File: src/design/lpg_pkg.sv
// Shared constants and opcode type for the permutation generator.
package lpg_pkg;

  localparam int MAX_ELEMENTS_DEF = 8;
  localparam int DATA_W           = 32;
  localparam int POS_W            = 3;
  localparam int OP_W             = 2;

  typedef enum logic [OP_W-1:0] {
    OP_LOAD  = 2'd0,
    OP_START = 2'd1,
    OP_NEXT  = 2'd2
  } op_t;

endpackage

File: src/design/lpg_if.sv
// Request and result channel interfaces of the permutation generator.
interface lpg_cmd_if;
  import lpg_pkg::*;

  logic                     valid;
  logic                     ready;
  logic [OP_W-1:0]          opcode;
  logic signed [DATA_W-1:0] value;

  modport source (output valid, output opcode, output value, input ready);
  modport sink   (input valid, input opcode, input value, output ready);
endinterface

interface lpg_perm_if;
  import lpg_pkg::*;

  logic                     valid;
  logic                     ready;
  logic signed [DATA_W-1:0] element;
  logic [POS_W-1:0]         position;
  logic                     last;
  logic                     exhausted;

  modport source (output valid, output element, output position, output last,
                  output exhausted, input ready);
  modport sink   (input valid, input element, input position, input last,
                  input exhausted, output ready);
endinterface

File: src/design/lpg_ram.sv
// Generic single-write, single-read RAM with registered read data.
module lpg_ram #(
  parameter int WIDTH = 32,
  parameter int DEPTH = 8
) (
  input  logic                     clk,
  input  logic                     we,
  input  logic [$clog2(DEPTH)-1:0] waddr,
  input  logic [WIDTH-1:0]         wdata,
  input  logic [$clog2(DEPTH)-1:0] raddr,
  output logic [WIDTH-1:0]         rdata
);

  logic [WIDTH-1:0] mem [DEPTH];

  always_ff @(posedge clk) begin
    if (we) begin
      mem[waddr] <= wdata;
    end
    rdata <= mem[raddr];
  end

endmodule

File: src/design/lpg_cmp.sv
// Shared signed less-than unit used by the sort, pivot and swap steps.
module lpg_cmp (
  input  logic signed [lpg_pkg::DATA_W-1:0] a,
  input  logic signed [lpg_pkg::DATA_W-1:0] b,
  output logic                              lt
);
  import lpg_pkg::*;

  assign lt = (a < b);

endmodule

File: src/design/lexicographic_permutation_generator.sv
// Load writes one element. Start on n elements: accept, then (n-1) sort passes, then emit.
// Next: pivot scan from the right, then a suffix of m elements gets (m-1) sort passes,
// then the swap search, then emit.
// Emit runs one element per cycle through the result register unless the sink stalls.
// The element store has a single read port, and the comparator is shared by the sort, pivot and swap steps.
// Reset clears the state, the count, the started flag and the result valid flag; stored values are not cleared.
module lexicographic_permutation_generator #(
  parameter int MAX_ELEMENTS = lpg_pkg::MAX_ELEMENTS_DEF
) (
  input  logic       clk,
  input  logic       rst,
  lpg_cmd_if.sink    cmd,
  lpg_perm_if.source perm
);
  import lpg_pkg::*;

  localparam int IDX_W = $clog2(MAX_ELEMENTS);
  localparam int CNT_W = $clog2(MAX_ELEMENTS + 1);
  localparam logic [CNT_W-1:0] MAX_CNT = CNT_W'(MAX_ELEMENTS);
  localparam logic [CNT_W-1:0] ONE     = CNT_W'(1);
  localparam logic [CNT_W-1:0] TWO     = CNT_W'(2);

  typedef enum logic [12:0] {
    S_IDLE       = 13'b0000000000001,
    S_SORT_START = 13'b0000000000010,
    S_SORT_FIRST = 13'b0000000000100,
    S_SORT       = 13'b0000000001000,
    S_SORT_END   = 13'b0000000010000,
    S_PIV_FIRST  = 13'b0000000100000,
    S_PIV        = 13'b0000001000000,
    S_SWAP_START = 13'b0000010000000,
    S_SWAP       = 13'b0000100000000,
    S_SWAP_WR    = 13'b0001000000000,
    S_EMIT_START = 13'b0010000000000,
    S_EMIT       = 13'b0100000000000,
    S_EXH        = 13'b1000000000000
  } state_t;

  state_t            state, state_next;
  logic [CNT_W-1:0]  count, count_next;
  logic              started, started_next;
  logic [CNT_W-1:0]  idx, idx_next;
  logic [CNT_W-1:0]  lo, lo_next;
  logic [CNT_W-1:0]  passes, passes_next;
  logic              swap_after, swap_after_next;
  logic [DATA_W-1:0] hold, hold_next;
  logic [DATA_W-1:0] pivot_val, pivot_val_next;

  logic              out_valid, out_valid_next;
  logic [DATA_W-1:0] out_element, out_element_next;
  logic [POS_W-1:0]  out_position, out_position_next;
  logic              out_last, out_last_next;
  logic              out_exhausted, out_exhausted_next;

  logic              we;
  logic [IDX_W-1:0]  waddr;
  logic [DATA_W-1:0] wdata;
  logic [CNT_W-1:0]  raddr_full;
  logic [DATA_W-1:0] rdata;

  logic [DATA_W-1:0] cmp_a, cmp_b;
  logic              cmp_lt;

  logic              cmd_accept;
  logic              out_free;
  logic [CNT_W-1:0]  idx_inc, idx_dec, suffix_len;

  lpg_ram #(
    .WIDTH (DATA_W),
    .DEPTH (MAX_ELEMENTS)
  ) u_store (
    .clk   (clk),
    .we    (we),
    .waddr (waddr),
    .wdata (wdata),
    .raddr (raddr_full[IDX_W-1:0]),
    .rdata (rdata)
  );

  lpg_cmp u_cmp (
    .a  (cmp_a),
    .b  (cmp_b),
    .lt (cmp_lt)
  );

  assign cmd.ready      = (state == S_IDLE);
  assign cmd_accept     = cmd.valid && cmd.ready;
  assign out_free       = !out_valid || perm.ready;
  assign idx_inc        = idx + ONE;
  assign idx_dec        = idx - ONE;
  assign suffix_len     = count - idx - ONE;

  assign perm.valid     = out_valid;
  assign perm.element   = out_element;
  assign perm.position  = out_position;
  assign perm.last      = out_last;
  assign perm.exhausted = out_exhausted;

  // Comparator operands: pivot value against the suffix in the swap search,
  // otherwise the fresh read against the held element.
  always_comb begin
    if (state == S_SWAP) begin
      cmp_a = pivot_val;
      cmp_b = rdata;
    end else begin
      cmp_a = rdata;
      cmp_b = hold;
    end
  end

  always_comb begin
    state_next         = state;
    count_next         = count;
    started_next       = started;
    idx_next           = idx;
    lo_next            = lo;
    passes_next        = passes;
    swap_after_next    = swap_after;
    hold_next          = hold;
    pivot_val_next     = pivot_val;
    out_valid_next     = out_valid && !perm.ready;
    out_element_next   = out_element;
    out_position_next  = out_position;
    out_last_next      = out_last;
    out_exhausted_next = out_exhausted;
    we                 = 1'b0;
    waddr              = idx[IDX_W-1:0];
    wdata              = hold;
    raddr_full         = idx;

    case (state)
      S_IDLE: begin
        if (cmd_accept) begin
          case (cmd.opcode)
            OP_LOAD: begin
              if (count < MAX_CNT) begin
                we         = 1'b1;
                waddr      = count[IDX_W-1:0];
                wdata      = cmd.value;
                count_next = count + ONE;
              end
              started_next = 1'b0;
            end
            OP_START: begin
              started_next = 1'b1;
              if (count >= TWO) begin
                lo_next         = '0;
                passes_next     = count - ONE;
                swap_after_next = 1'b0;
                state_next      = S_SORT_START;
              end else if (count == ONE) begin
                state_next = S_EMIT_START;
              end
            end
            OP_NEXT: begin
              if (started) begin
                if (count < TWO) begin
                  state_next = S_EXH;
                end else begin
                  raddr_full = count - ONE;
                  idx_next   = count - ONE;
                  state_next = S_PIV_FIRST;
                end
              end
            end
            default: begin
            end
          endcase
        end
      end

      S_SORT_START: begin
        raddr_full = lo;
        state_next = S_SORT_FIRST;
      end

      S_SORT_FIRST: begin
        hold_next  = rdata;
        raddr_full = lo + ONE;
        idx_next   = lo + ONE;
        state_next = S_SORT;
      end

      // One bubble step: write back the smaller, carry the larger upward.
      S_SORT: begin
        we    = 1'b1;
        waddr = idx_dec[IDX_W-1:0];
        wdata = cmp_lt ? rdata : hold;
        if (!cmp_lt) begin
          hold_next = rdata;
        end
        if (idx_inc < count) begin
          raddr_full = idx_inc;
          idx_next   = idx_inc;
        end else begin
          state_next = S_SORT_END;
        end
      end

      S_SORT_END: begin
        we          = 1'b1;
        waddr       = idx[IDX_W-1:0];
        wdata       = hold;
        passes_next = passes - ONE;
        if (passes == ONE) begin
          state_next = swap_after ? S_SWAP_START : S_EMIT_START;
        end else begin
          state_next = S_SORT_START;
        end
      end

      S_PIV_FIRST: begin
        hold_next  = rdata;
        raddr_full = idx_dec;
        idx_next   = idx_dec;
        state_next = S_PIV;
      end

      // Scan right to left for the first element below its right neighbor.
      S_PIV: begin
        if (cmp_lt) begin
          pivot_val_next = rdata;
          lo_next        = idx_inc;
          if (suffix_len >= TWO) begin
            passes_next     = suffix_len - ONE;
            swap_after_next = 1'b1;
            state_next      = S_SORT_START;
          end else begin
            state_next = S_SWAP_START;
          end
        end else begin
          hold_next = rdata;
          if (idx == '0) begin
            state_next = S_EXH;
          end else begin
            raddr_full = idx_dec;
            idx_next   = idx_dec;
          end
        end
      end

      S_SWAP_START: begin
        raddr_full = lo;
        idx_next   = lo;
        state_next = S_SWAP;
      end

      S_SWAP: begin
        if (cmp_lt) begin
          we         = 1'b1;
          waddr      = idx[IDX_W-1:0];
          wdata      = pivot_val;
          hold_next  = rdata;
          state_next = S_SWAP_WR;
        end else if (idx_inc < count) begin
          raddr_full = idx_inc;
          idx_next   = idx_inc;
        end else begin
          state_next = S_EMIT_START;
        end
      end

      S_SWAP_WR: begin
        we         = 1'b1;
        waddr      = lo[IDX_W-1:0] - 1'b1;
        wdata      = hold;
        state_next = S_EMIT_START;
      end

      S_EMIT_START: begin
        raddr_full = '0;
        idx_next   = '0;
        state_next = S_EMIT;
      end

      // Read data holds while the address holds, so a stalled sink just waits.
      S_EMIT: begin
        if (out_free) begin
          out_valid_next     = 1'b1;
          out_element_next   = rdata;
          out_position_next  = POS_W'(idx);
          out_last_next      = (idx_inc == count);
          out_exhausted_next = 1'b0;
          if (idx_inc == count) begin
            state_next = S_IDLE;
          end else begin
            raddr_full = idx_inc;
            idx_next   = idx_inc;
          end
        end
      end

      S_EXH: begin
        if (out_free) begin
          out_valid_next     = 1'b1;
          out_element_next   = '0;
          out_position_next  = '0;
          out_last_next      = 1'b1;
          out_exhausted_next = 1'b1;
          state_next         = S_IDLE;
        end
      end

      default: begin
        state_next = S_IDLE;
      end
    endcase
  end

  always_ff @(posedge clk) begin
    if (rst) begin
      state     <= S_IDLE;
      count     <= '0;
      started   <= 1'b0;
      out_valid <= 1'b0;
    end else begin
      state     <= state_next;
      count     <= count_next;
      started   <= started_next;
      out_valid <= out_valid_next;
    end
  end

  always_ff @(posedge clk) begin
    idx           <= idx_next;
    lo            <= lo_next;
    passes        <= passes_next;
    swap_after    <= swap_after_next;
    hold          <= hold_next;
    pivot_val     <= pivot_val_next;
    out_element   <= out_element_next;
    out_position  <= out_position_next;
    out_last      <= out_last_next;
    out_exhausted <= out_exhausted_next;
  end

  a_count_bound: assert property (@(posedge clk) disable iff (rst)
    count <= MAX_CNT)
    else $error("element count above capacity");

  a_load_grows: assert property (@(posedge clk) disable iff (rst)
    cmd_accept && (cmd.opcode == OP_LOAD) && (count < MAX_CNT)
    |=> count == $past(count) + ONE)
    else $error("accepted load did not grow the store");

  a_exh_shape: assert property (@(posedge clk) disable iff (rst)
    out_valid && out_exhausted |-> out_last && (out_position == '0))
    else $error("exhausted result not a single last element");

  a_no_write_emit: assert property (@(posedge clk) disable iff (rst)
    (state == S_EMIT) || (state == S_EMIT_START) || (state == S_EXH) |-> !we)
    else $error("store written while emitting");

  a_emit_only_started: assert property (@(posedge clk) disable iff (rst)
    (state == S_EMIT) |-> started)
    else $error("emitting without a start");

endmodule

File: src/flat_wrapper.sv
// flat-port wrapper written by rule: the top's interface ports become plain ports
module lexicographic_permutation_generator_flat import lpg_pkg::*;
#(
  parameter int MAX_ELEMENTS = lpg_pkg::MAX_ELEMENTS_DEF
)
  (clk, rst, cmd_valid, cmd_opcode, cmd_value, cmd_ready, perm_valid, perm_element, perm_position, perm_last, perm_exhausted, perm_ready);
  lpg_cmd_if cmd_i ();
  lpg_perm_if perm_i ();
  input  logic clk;
  input  logic rst;
  input wire logic [$bits(cmd_i.valid)-1:0] cmd_valid;
  input wire logic [$bits(cmd_i.opcode)-1:0] cmd_opcode;
  input wire logic [$bits(cmd_i.value)-1:0] cmd_value;
  output wire logic [$bits(cmd_i.ready)-1:0] cmd_ready;
  output wire logic [$bits(perm_i.valid)-1:0] perm_valid;
  output wire logic [$bits(perm_i.element)-1:0] perm_element;
  output wire logic [$bits(perm_i.position)-1:0] perm_position;
  output wire logic [$bits(perm_i.last)-1:0] perm_last;
  output wire logic [$bits(perm_i.exhausted)-1:0] perm_exhausted;
  input wire logic [$bits(perm_i.ready)-1:0] perm_ready;
  assign cmd_i.valid = cmd_valid;
  assign cmd_i.opcode = cmd_opcode;
  assign cmd_i.value = cmd_value;
  assign cmd_ready = cmd_i.ready;
  assign perm_valid = perm_i.valid;
  assign perm_element = perm_i.element;
  assign perm_position = perm_i.position;
  assign perm_last = perm_i.last;
  assign perm_exhausted = perm_i.exhausted;
  assign perm_i.ready = perm_ready;
  lexicographic_permutation_generator #(.MAX_ELEMENTS(MAX_ELEMENTS)) u_core (.clk(clk), .rst(rst), .cmd(cmd_i), .perm(perm_i));
endmodule
File: config.mk
export PLATFORM = sky130hd
export DESIGN_NAME = lexicographic_permutation_generator_flat
export DESIGN_NICKNAME = d
export VERILOG_FILES = /design/src/design/lpg_pkg.sv /design/src/design/lpg_if.sv /design/src/design/lpg_ram.sv /design/src/design/lpg_cmp.sv /design/src/design/lexicographic_permutation_generator.sv /design/src/flat_wrapper.sv
export SDC_FILE = /design/constraint.sdc
export NUM_CORES = 1
export LEC_CHECK = 0
export BUFFER_PORTS_ARGS = -buffer_cell sky130_fd_sc_hd__buf_2
export CAP_MARGIN = 20
export CORE_MARGIN = 2
export CORE_UTILIZATION = 52
export CTS_CLUSTER_SIZE = 14
export DETAILED_ROUTE_END_ITERATION = 8
export HOLD_SLACK_MARGIN = 0.03
export PLACE_DENSITY = 0.72
export SLEW_MARGIN = 10
export SYNTH_ARGS = -nofsm -noshare
export SYNTH_HDL_FRONTEND = slang
export SYNTH_SLANG_ARGS = --single-unit
export TNS_END_PERCENT = 50
File: constraint.sdc
create_clock -name clk -period 16.95 [get_ports clk]
set_input_delay 3.39 -clock clk [delete_from_list [all_inputs] [get_ports clk]]
set_output_delay 3.39 -clock clk [all_outputs]
set_load 0.01 [all_outputs]
# Word-level counts from Yosys, hierarchy flattened
# Memory sizes are Yosys's and may differ from the RTL's. A register that Yosys moved wholly into a read port is not among the register bits.
# Cells that the tools add are included.
# Widths: inputs -> output; s select.
[word_totals]
latch_bits = 0
input_bits = 38
ramBits = 256
register_bits = 133
memories = 1
mem_bits_ro = 0
[classes]
n_div = 0
bitwise_logic = 0
n_shift = 0
mul = 0
reduce_logical = 27
add_sub_neg = 10
mux = 82
order_cmp = 6
eq_ne = 33
[mem_list]
columns = ["memory", "words", "width", "read_ports", "rd_clocked_by_memory_dff", "wr", "line", "rtl"]
rows = [
  ["u_core.u_store.mem", 8, 32, 1, 1, 1, "lpg_ram.sv:14", "logic [WIDTH-1:0] mem [DEPTH];"],
]
[ops]
columns = ["cell", "n"]
rows = [
  ["$mux 32", 10],
  ["$pmux 32 s3", 2],
  ["$mux 13", 14],
  ["$pmux 13 s13", 1],
  ["$mux 4", 19],
  ["$pmux 32 s2", 1],
  ["$pmux 4 s9", 1],
  ["$lt 32x32->1", 1],
  ["$pmux 3 s9", 1],
  ["$pmux 13 s2", 1],
  ["$sub 4x1->4 const B", 5],
  ["$mux 1", 16],
  ["$mux 3", 5],
  ["$eq 13x1->1 const B", 1],
  ["$eq 13x10->1 const B", 1],
  ["$eq 13x11->1 const B", 1],
  ["$eq 13x12->1 const B", 1],
  ["$eq 13x13->1 const B", 1],
  ["$eq 13x2->1 const B", 1],
  ["$eq 13x3->1 const B", 1],
  ["$eq 13x4->1 const B", 1],
  ["$eq 13x5->1 const B", 1],
  ["$eq 13x6->1 const B", 1],
  ["$eq 13x7->1 const B", 1],
  ["other kinds (43)", 70],
]

# Logic depth before layout (Yosys ltp)
# Gate-level depths: netlist of run 1.
[depth]
ltp_word = 7
depth_mapped = 21
mapped_depth_nobuf = 15

# By module
# Synthesis of run 1 repeated with hierarchy kept, for this count alone.
[hier_totals]
hier_cells = 1503
hier_area_um2 = 19552.5
[modules_own_cells]
columns = ["mod", "cells_each", "area_each_um2", "n_inst"]
rows = [
  ["lpg_ram", 415, 10466.3, 1],
  ["lexicographic_permutation_generator", 978, 8309.2, 1],
  ["lpg_cmp", 110, 777.0, 1],
]

# Worst setup path before layout of run 1
# Ideal clock, no wire load.
[synth_timing]
kind = "in2reg"
start = "input port cmd_valid"
end = "memory u_core.u_store.mem[4][0] (enable)"
setup_ns = 0.421
stages = 8
required_ns = 16.529
slack_ns = 10.292
arrival_ns = 6.237
path_cell_list = "clkbuf_1 > nand3_1 > nor2_1 > clkbuf_1 > a21oi_1 > nand2_1 > nand3_1 > nor2_1"
[synth_between]
elab_chain_len = 5
elab_cells_between_ends = 7
classes_between = "mux: 6; reduce/logical: 1"
[synth_rtl]
columns = ["item", "line", "rtl"]
rows = [
  ["from (decl)", "flat_wrapper.sv:11", "input wire logic [$bits(cmd_i.valid)-1:0] cmd_valid;"],
  ["$logic_and 1x1->1 (*)", "lexicographic_permutation_generator.sv:87", "assign cmd_accept = cmd.valid && cmd.ready;"],
  ["$mux 1", "lexicographic_permutation_generator.sv:133", "if (cmd_accept) begin"],
  ["$pmux 1 s3", "lexicographic_permutation_generator.sv:131", "case (state)"],
  ["$mux 1", "lpg_ram.sv:17", "if (we) begin"],
  ["$mux 1 (implied by the code)", "lpg_ram.sv:18", "mem[waddr] <= wdata;"],
  ["to (decl)", "lpg_ram.sv:14", ""],
]
# Every way passes the cells marked *; elsewhere a longest branch is shown, timed or not.

# Worst setup path in the final report of run 1
[layout_timing]
start = "register u_core.state[2]"
end = "register u_core.u_store.rdata[30] (read register of u_core.u_store.mem)"
[layout_between]
elab_chain_len = 5
elab_cells_between_ends = 19
classes_between = "order compare: 1; eq/ne: 10; mux: 6; reduce/logical: 2"
[layout_rtl]
columns = ["item", "line", "rtl"]
rows = [
  ["from (decl)", "lexicographic_permutation_generator.sv:39", "state_t state, state_next;"],
  ["from (signal assigned)", "lexicographic_permutation_generator.sv:317", "state <= state_next;"],
  ["$eq 13x9->1", "lexicographic_permutation_generator.sv:102, lexicographic_permutation_generator.sv:131", ""],
  ["$mux 32", "lexicographic_permutation_generator.sv:102", "if (state == S_SWAP) begin"],
  ["$lt 32x32->1", "lpg_cmp.sv:9", "assign lt = (a < b);"],
  ["$mux 4 (on tied branches)", "n/a", ""],
  ["$pmux 3 s9 (*)", "lexicographic_permutation_generator.sv:131", ""],
  ["to (decl)", "lpg_ram.sv:11", "output logic [WIDTH-1:0] rdata"],
]
# Marks and branches as above.
# A chain may end at the register's enable or synchronous reset.

==> results of run 1 <==
-- logic make-up after synthesis --
logic type / Yosys count / synth area share (%)
DFF: 421 / 58.05
xor gates and xnor gates: 23 / 0.9638
AOI/OAI and AO/OA: 256 / 7.591
adders and majority gates: 54 / 3.269
muxes: 350 / 17.32
and+or+nand+nor: 424 / 9.800
buffers and inverters: 120 / 3.011
-- worst register-to-register path, cell delays in order, from the launching register on --
cell                       delay (ns)
sky130_fd_sc_hd__dfxtp_1         0.42
sky130_fd_sc_hd__nor4_1          0.64
sky130_fd_sc_hd__nand4_1         0.18
sky130_fd_sc_hd__buf_4           0.28
sky130_fd_sc_hd__buf_4           0.37
sky130_fd_sc_hd__mux2i_1         0.22
sky130_fd_sc_hd__ha_1            0.33
sky130_fd_sc_hd__nand4_1         0.27
sky130_fd_sc_hd__o211ai_1        0.16
sky130_fd_sc_hd__o221ai_1        0.52
sky130_fd_sc_hd__nand2_1         0.25
sky130_fd_sc_hd__o31ai_4         0.35
sky130_fd_sc_hd__buf_4           0.47
sky130_fd_sc_hd__buf_4           0.73
sky130_fd_sc_hd__mux2i_1         0.38
sky130_fd_sc_hd__nor4_1          0.12
sky130_fd_sc_hd__a21oi_4         0.14
sky130_fd_sc_hd__buf_4           0.48
sky130_fd_sc_hd__buf_4           0.70
sky130_fd_sc_hd__mux2i_1         0.21
sky130_fd_sc_hd__mux2_2          0.30
-- cell type report --
type / count / share of cell area (%)
clock inverters: 27 / 1.247
multi-input cells: 1107 / 35.66
repair buffers: 104 / 2.634
inverters: 25 / 0.4049
clock buffers: 52 / 4.875
flip-flops and latches: 421 / 52.34
well taps: 525 / 2.834
-- metrics by stage --
stage / hold slack, ns / worst slack (ns)
floorplan: 0.4668 / 10.29
finish: 0.5323 / 9.325
global placement: 0.5126 / 9.467
global route: 0.5425 / 8.799
CTS: 0.5269 / 9.457
detailed placement: 0.5136 / 9.258
-- where the power goes --
group / switching (mW) / total [mW] / internal, mW
Sequential: 0.133 / 1.63 / 1.50
Clock: 0.400 / 0.954 / 0.554
Combinational: 1.52 / 2.58 / 1.07
-- cells in the mapped netlist, drive strengths merged (6+ instances only) --
cell	n
nor2	98
or2	7
nand3	17
nor3	24
o211ai	28
inv	25
clkbuf	55
nand4	16
buf	40
and2	36
a22oi	8
edfxtp	370
or3	6
a21oi	87
mux2	93
nor4	14
xnor2	19
nand2b	17
nand2	154
dfxtp	51
o21ai	70
or4	8
o22ai	9
mux2i	257
ha	53
-- layer usage --
layer	track usage [%]	vias up
li1	-	6309
met1	35.82	6860
met2	40.41	575
met3	5.740	104
met4	9.576	2
met5	0	-
-- registers in the layout, indices dropped and copies added (netlist names), 3 cells and up --
signal and flops:
u_core.idx 4, u_core.lo 4, u_core.u_store.mem 256, u_core.passes 4, u_core.hold 32, u_core.state 13
u_core.pivot_val 32, u_core.perm.position 3, u_core.count 4, u_core.perm.element 32, u_core.u_store.rdata 32
-- worst min path at each step --
stage / from / to / slack [ns]
global route: u_core.u_store.rdata[16] / u_core.pivot_val[16] / 0.54
detailed placement: u_core.u_store.rdata[12] / u_core.pivot_val[12] / 0.51
global placement: u_core.u_store.rdata[16] / u_core.pivot_val[16] / 0.51
CTS: u_core.u_store.rdata[12] / u_core.pivot_val[12] / 0.53
finish: u_core.u_store.rdata[13] / u_core.pivot_val[13] / 0.53
floorplan: u_core.started / u_core.started / 0.47
==> impl_metrics.env, run 1 <==
export IMPL_routabilityCongestion=0.9637
export IMPL_synth_cell_area_mm2=0.02090
export IMPL_cts_inserted_buffers=43
export IMPL_final_common_cell="sky130_fd_sc_hd__edfxtp_1"
export IMPL_drc_violations=0
export IMPL_met3_wirelength_um=4733
export IMPL_worst_setup_sp_type="register"
export IMPL_antenna_found_initial=1
export IMPL_routed_via_density=6.126
export IMPL_routed_via_count=13850
export IMPL_rsz0062_at_grt="no"
export IMPL_i_o_pin_count=77
export IMPL_timing_critical_path_cells="nor4_1 > nand4_1 > buf_4 > buf_4 > mux2i_1 > ha_1 > nand4_1 > o211ai_1 > o221ai_1 > nand2_1 > o31ai_4 > buf_4 > buf_4 > mux2i_1 > nor4_1 > a21oi_4 > buf_4 > buf_4 > mux2i_1 > mux2_2"
export IMPL_finish_net_count=1794
export IMPL_synth_net_count=1740
export IMPL_rr_startpoint="u_core.state[2]"
export IMPL_min_delay_path_class="register to register"
export IMPL_cts_tree="done"
export IMPL_critPathCapture="u_core.u_store.rdata[30]"
export IMPL_place_inst=2181
export IMPL_postCtsSetupRepairBufs=0
export IMPL_ant_nets=0
export IMPL_dp_hpwl_um=31870
export IMPL_initialDrtViolationCount=1264
export IMPL_antenna_diode_count=0
export IMPL_core_area_mm2=0.03973
export IMPL_synth_flop_cell="sky130_fd_sc_hd__edfxtp_1"
export IMPL_final_setup_skew_ns=0.02272
export IMPL_crit_buf_inv=6
export IMPL_highest_signal_layer="met5"
export IMPL_start_util_pct=52.60
export IMPL_count_of_cells_along_the_worst_register_to_register_path=20
export IMPL_groute_usage_overall_pct=25.97
export IMPL_grt_max_degree=68
export IMPL_yosysWarningCount=0
export IMPL_core_rowCount=73
export IMPL_seq_area_frac_synth_pct=58.05
export IMPL_grt_overflow_total=0
export IMPL_worst_ep_required_time_ns=17.39
export IMPL_placed_inst_area_mm2=0.02173
export IMPL_fillerInstances=3150
export IMPL_critical_path_top_cell_by_count="sky130_fd_sc_hd__buf_4"
export IMPL_synth_seq_cells=421
export IMPL_area_taken_by_multi_input_logic_gates_mm2=0.008265
export IMPL_m1WireLength_um=23030
export IMPL_clockRootBuffer="sky130_fd_sc_hd__clkbuf_16"
export IMPL_drive_above_1_share_pct=15.61
export IMPL_p_total_mw=5.166
export IMPL_netlist_top_cells_area="sky130_fd_sc_hd__edfxtp_1, sky130_fd_sc_hd__mux2i_1, sky130_fd_sc_hd__dfxtp_1"
export IMPL_crit_fanout=66
export IMPL_timing_max_cap_violations=0
export IMPL_dr_pass1_iters=5
export IMPL_timing_final_max_slew_violations=0
export IMPL_first_global_vias=13590
export IMPL_path_depth=20
export IMPL_met2_wirelength_um=24340
export IMPL_critPathArrivalTime_ns=8.07
export IMPL_insertion_delay_ns=0.57
export IMPL_fp_dieH_um=204.5
export IMPL_timing_critical_path_to_type="register"
export IMPL_total_detailed_routing_wirelength_um=53700
export IMPL_die_area_mm2=0.04181
export IMPL_critical_path_s_top_delay_family="buffers and inverters"
export IMPL_cts_root_to_sink_buffers=3
export IMPL_finalCriticalPeriod_ns=7.625
export IMPL_setup_violations_final=0
export IMPL_delay_of_the_slowest_critical_path_stage_ns=0.71
export IMPL_slew_headroom_pct=23.95
export IMPL_ctsHtreeMaxLevel=2
export IMPL_tightestPinTransition_ns=1.141
export IMPL_final_design_area_no_fill_mm2=0.02318
export IMPL_tns_ns=0
export IMPL_timing_rr_end="u_core.u_store.rdata[30]"
export IMPL_power_per_cell_area_mw_per_mm2=222.9
export IMPL_routedWlPerCell_um=23.75
export IMPL_die_w_um=204.5
export IMPL_area_sequential_mm2=0.01213
export IMPL_final_cell_mix="sky130_fd_sc_hd__edfxtp_1, sky130_fd_sc_hd__mux2i_1, sky130_fd_sc_hd__nand2_1, sky130_fd_sc_hd__nor2_1, sky130_fd_sc_hd__a21oi_1"
export IMPL_synth_cell_types=72
export IMPL_reg2reg_setup_slack_ns=9.33
export IMPL_clock_sinks=421
export IMPL_run_status="completed"
export IMPL_hold_violations=0
export IMPL_final_core_util_pct=58.33
export IMPL_netlist_area_leader_share_pct=53.16
export IMPL_leakage_nw=8.747
export IMPL_synth_enable_flop_cells=370
export IMPL_clk_pin_slew_ns=0.06
export IMPL_grt_first_pass_wirelength_um=81660
export IMPL_layout_worst_path_cycle_share_pct=44.98
export IMPL_areaGrowthSynthToFinish_pct=10.90
export IMPL_setup_worst_path_class="register to register"
export IMPL_critPathSlowestCell="sky130_fd_sc_hd__buf_4"
export IMPL_holdPathStages=0
export IMPL_synth_cells=1648
export IMPL_stdcell_count=2261
export IMPL_port_buffers=76
export IMPL_fmax_mhz=131.2
export IMPL_synthArstFlopShare_pct=0
export IMPL_synth_top_cell_by_area="sky130_fd_sc_hd__edfxtp_1"
export IMPL_syn_mean_instance_area_um2=12.68
export IMPL_worst_setup_path_startpoint="u_core.state[2]"
export IMPL_cts_repair_resized_insts=0
export IMPL_postCtsHoldBufs=0
export IMPL_ir_drop_uv=175.4
No activity file was read; power rests on OpenSTA's default activity.
==> run 2, diff against run 1 <==
ABC_AREA = 1   (was unset)
clock period = 7.6 ns   (was 16.95 ns; I/O delays follow)
==> impl_metrics.env, run 2 <==
export IMPL_synth_seq_cells=421
export IMPL_clk_pin_slew_ns=0.06
export IMPL_area_sequential_mm2=0.01213
export IMPL_run_status="completed"
export IMPL_ctsHtreeMaxLevel=2
export IMPL_cell_with_the_most_instances_after_synthesis="sky130_fd_sc_hd__nand2_1"
export IMPL_synth_enable_flop_cells=370
export IMPL_cts_root_to_sink_buffers=3
export IMPL_insertion_delay_ns=0.58
export IMPL_final_setup_skew_ns=0.02903
export IMPL_m1WireLength_um=23450
export IMPL_clock_sinks=421
export IMPL_antenna_found_initial=0
export IMPL_cts_repair_resized_insts=0
export IMPL_netlist_top_cells_area="sky130_fd_sc_hd__edfxtp_1, sky130_fd_sc_hd__nand3_1, sky130_fd_sc_hd__nand2_1"
export IMPL_dr_pass1_iters=7
export IMPL_fmax_mhz=158.2
export IMPL_critPathSlowestCell="sky130_fd_sc_hd__a31oi_1"
export IMPL_met2_wirelength_um=25260
export IMPL_synth_flop_cell="sky130_fd_sc_hd__edfxtp_1"
export IMPL_drive_above_1_share_pct=10.43
export IMPL_die_w_um=202.6
export IMPL_registers_top_by_ff_count="u_core.u_store.mem"
export IMPL_routedWlPerCell_um=21.15
export IMPL_fillerInstances=3184
export IMPL_finish_net_count=2233
export IMPL_grt_max_degree=88
export IMPL_timing_max_cap_violations=0
export IMPL_clockRootBuffer="sky130_fd_sc_hd__clkbuf_16"
export IMPL_critPathArrivalTime_ns=6.55
export IMPL_delay_of_the_slowest_critical_path_stage_ns=0.74
export IMPL_i_o_pin_count=77
export IMPL_crit_buf_inv=2
export IMPL_antenna_diode_count=0
export IMPL_hold_violations=0
export IMPL_largest_register_ff_count=256
export IMPL_core_rowCount=72
export IMPL_layout_worst_path_cycle_share_pct=83.18
export IMPL_timing_final_max_slew_violations=0
export IMPL_synth_cells=2109
export IMPL_critical_path_s_top_delay_family="simple AND/OR/NAND/NOR gates"
export IMPL_timing_critical_path_cells="nor2_4 > nand2_4 > nor2_4 > nand2_4 > inv_2 > o21ai_0 > ha_1 > nand4_1 > nor3_1 > nor4b_1 > nand2_2 > nand2_2 > nand2_2 > nand2_4 > nand2_1 > inv_2 > nand2_1 > o21ai_0 > a21oi_1 > a31oi_1"
export IMPL_postCtsHoldBufs=0
export IMPL_yosysWarningCount=0
export IMPL_highest_signal_layer="met4"
export IMPL_rsz0062_at_grt="no"
export IMPL_port_buffers=76
export IMPL_hold_slack_ns=0.4998
export IMPL_synth_cell_types=53
export IMPL_ant_nets=0
export IMPL_final_common_cell="sky130_fd_sc_hd__nand2_1"
export IMPL_worst_ep_required_time_ns=7.83
export IMPL_area_taken_by_multi_input_logic_gates_mm2=0.007194
export IMPL_netlist_area_leader_share_pct=54.17
export IMPL_grt_overflow_total=0
export IMPL_initialDrtViolationCount=1903
export IMPL_areaGrowthSynthToFinish_pct=11.74
export IMPL_groute_usage_overall_pct=27.53
export IMPL_synthArstFlopShare_pct=0
export IMPL_place_inst=2609
export IMPL_final_cell_mix="sky130_fd_sc_hd__nand2_1, sky130_fd_sc_hd__edfxtp_1, sky130_fd_sc_hd__nand3_1, sky130_fd_sc_hd__inv_1, sky130_fd_sc_hd__o21ai_0"
export IMPL_tns_ns=0
export IMPL_cts_inserted_buffers=44
export IMPL_crit_fanout=87
export IMPL_setup_violations_final=0
export IMPL_first_global_vias=15490
export IMPL_routed_via_count=16400
export IMPL_routabilityCongestion=0.9681
export IMPL_met3_wirelength_um=6655
export IMPL_fp_dieH_um=202.6
export IMPL_dp_hpwl_um=35840
export IMPL_postCtsSetupRepairBufs=0
export IMPL_total_detailed_routing_wirelength_um=56990
export IMPL_setup_worst_path_class="register to register"
export IMPL_finalCriticalPeriod_ns=6.322
export IMPL_timing_critical_path_to_type="register"
export IMPL_synth_net_count=2201
export IMPL_tightestPinTransition_ns=1.165
export IMPL_routed_via_density=6.085
export IMPL_start_util_pct=52.83
export IMPL_grt_first_pass_wirelength_um=87440
export IMPL_min_delay_path_class="register to register"
export IMPL_die_area_mm2=0.04105
export IMPL_seq_area_frac_synth_pct=59.15
export IMPL_yosys_top_cells_count="sky130_fd_sc_hd__nand2_1, sky130_fd_sc_hd__edfxtp_1, sky130_fd_sc_hd__nand3_1, sky130_fd_sc_hd__inv_1, sky130_fd_sc_hd__o21ai_0"
export IMPL_cts_tree="done"
export IMPL_synth_top_cell_by_area="sky130_fd_sc_hd__edfxtp_1"
export IMPL_drc_violations=0
export IMPL_core_area_mm2=0.03883
export IMPL_stdcell_count=2695
export IMPL_synth_cell_area_mm2=0.02051
export IMPL_syn_mean_instance_area_um2=9.725
export IMPL_worst_setup_sp_type="register"
export IMPL_slew_headroom_pct=21.97
[run 2: changes by cell type in the layout (fill, tap and decap cells not counted), sizes merged, moves of 21 or more]
cell,change
and2,-36
o211ai,-21
inv,+160
o22ai,+26
nor2,+52
mux2i,-257
mux2,-93
nand3,+337
nand2,+231
a31oi,+22
o21ai,+105
[run 2: path summary, 6_finish.rpt]
path | startpoint | endpoint | slack (ns) | depth (start not counted)
max | u_core.state[0] | u_core.u_store.mem[6][30] | 1.28 | 20
min | u_core.u_store.rdata[2] | u_core.pivot_val[2] | 0.50 | 0
max reg2reg | u_core.state[0] | u_core.u_store.mem[6][30] | 1.28 | 20
min reg2reg | u_core.u_store.rdata[2] | u_core.pivot_val[2] | 0.50 | 0
[run 2: per-stage QoR]
stage          util [%]  cell area, um2  setup slack, ns
4_1_cts           58.85           22850            1.502
3_5_place_dp      54.85           21300            1.525
2_1_floorplan         -           20510            2.648
3_3_place_gp      54.85           21300            1.728
6_report          59.03           22920            1.278
5_1_grt           59.03           22920           0.7717
[run 2: cell families (layout without fill, tap and decap cells)]
logic type      after synthesis  count (layout)  share of synthesized area [%]
simple gates                932             932                          20.09
xor+xnor                     17              17                         0.7259
compound gates              377             377                          10.41
flops                       421             421                          59.15
buf+inv                     308             376                          6.295
fa+ha+maj                    54              54                          3.331
[run 2: final cells by class]
class / instances / share of cell area [%]
clock buffer: 57 / 5.235
sequential: 421 / 52.93
tap: 518 / 2.828
multi-input combinational: 1380 / 31.39
timing repair buffer: 107 / 3.013
inverter: 187 / 3.063
clock inverter: 25 / 1.539
[run 2: routing by layer]
| metal | vias to the layer above | global-route usage, % |
|---|---|---|
| met3 | 125 | 5.281 |
| met2 | 961 | 41.94 |
| li1 | 7502 | - |
| met1 | 7812 | 39.61 |
| met4 | 0 | 9.698 |
| met5 | - | 0 |
Power of run 2 is not shown: default switching activity piles up to over one toggle a cycle in this logic, so the estimate is an artifact.
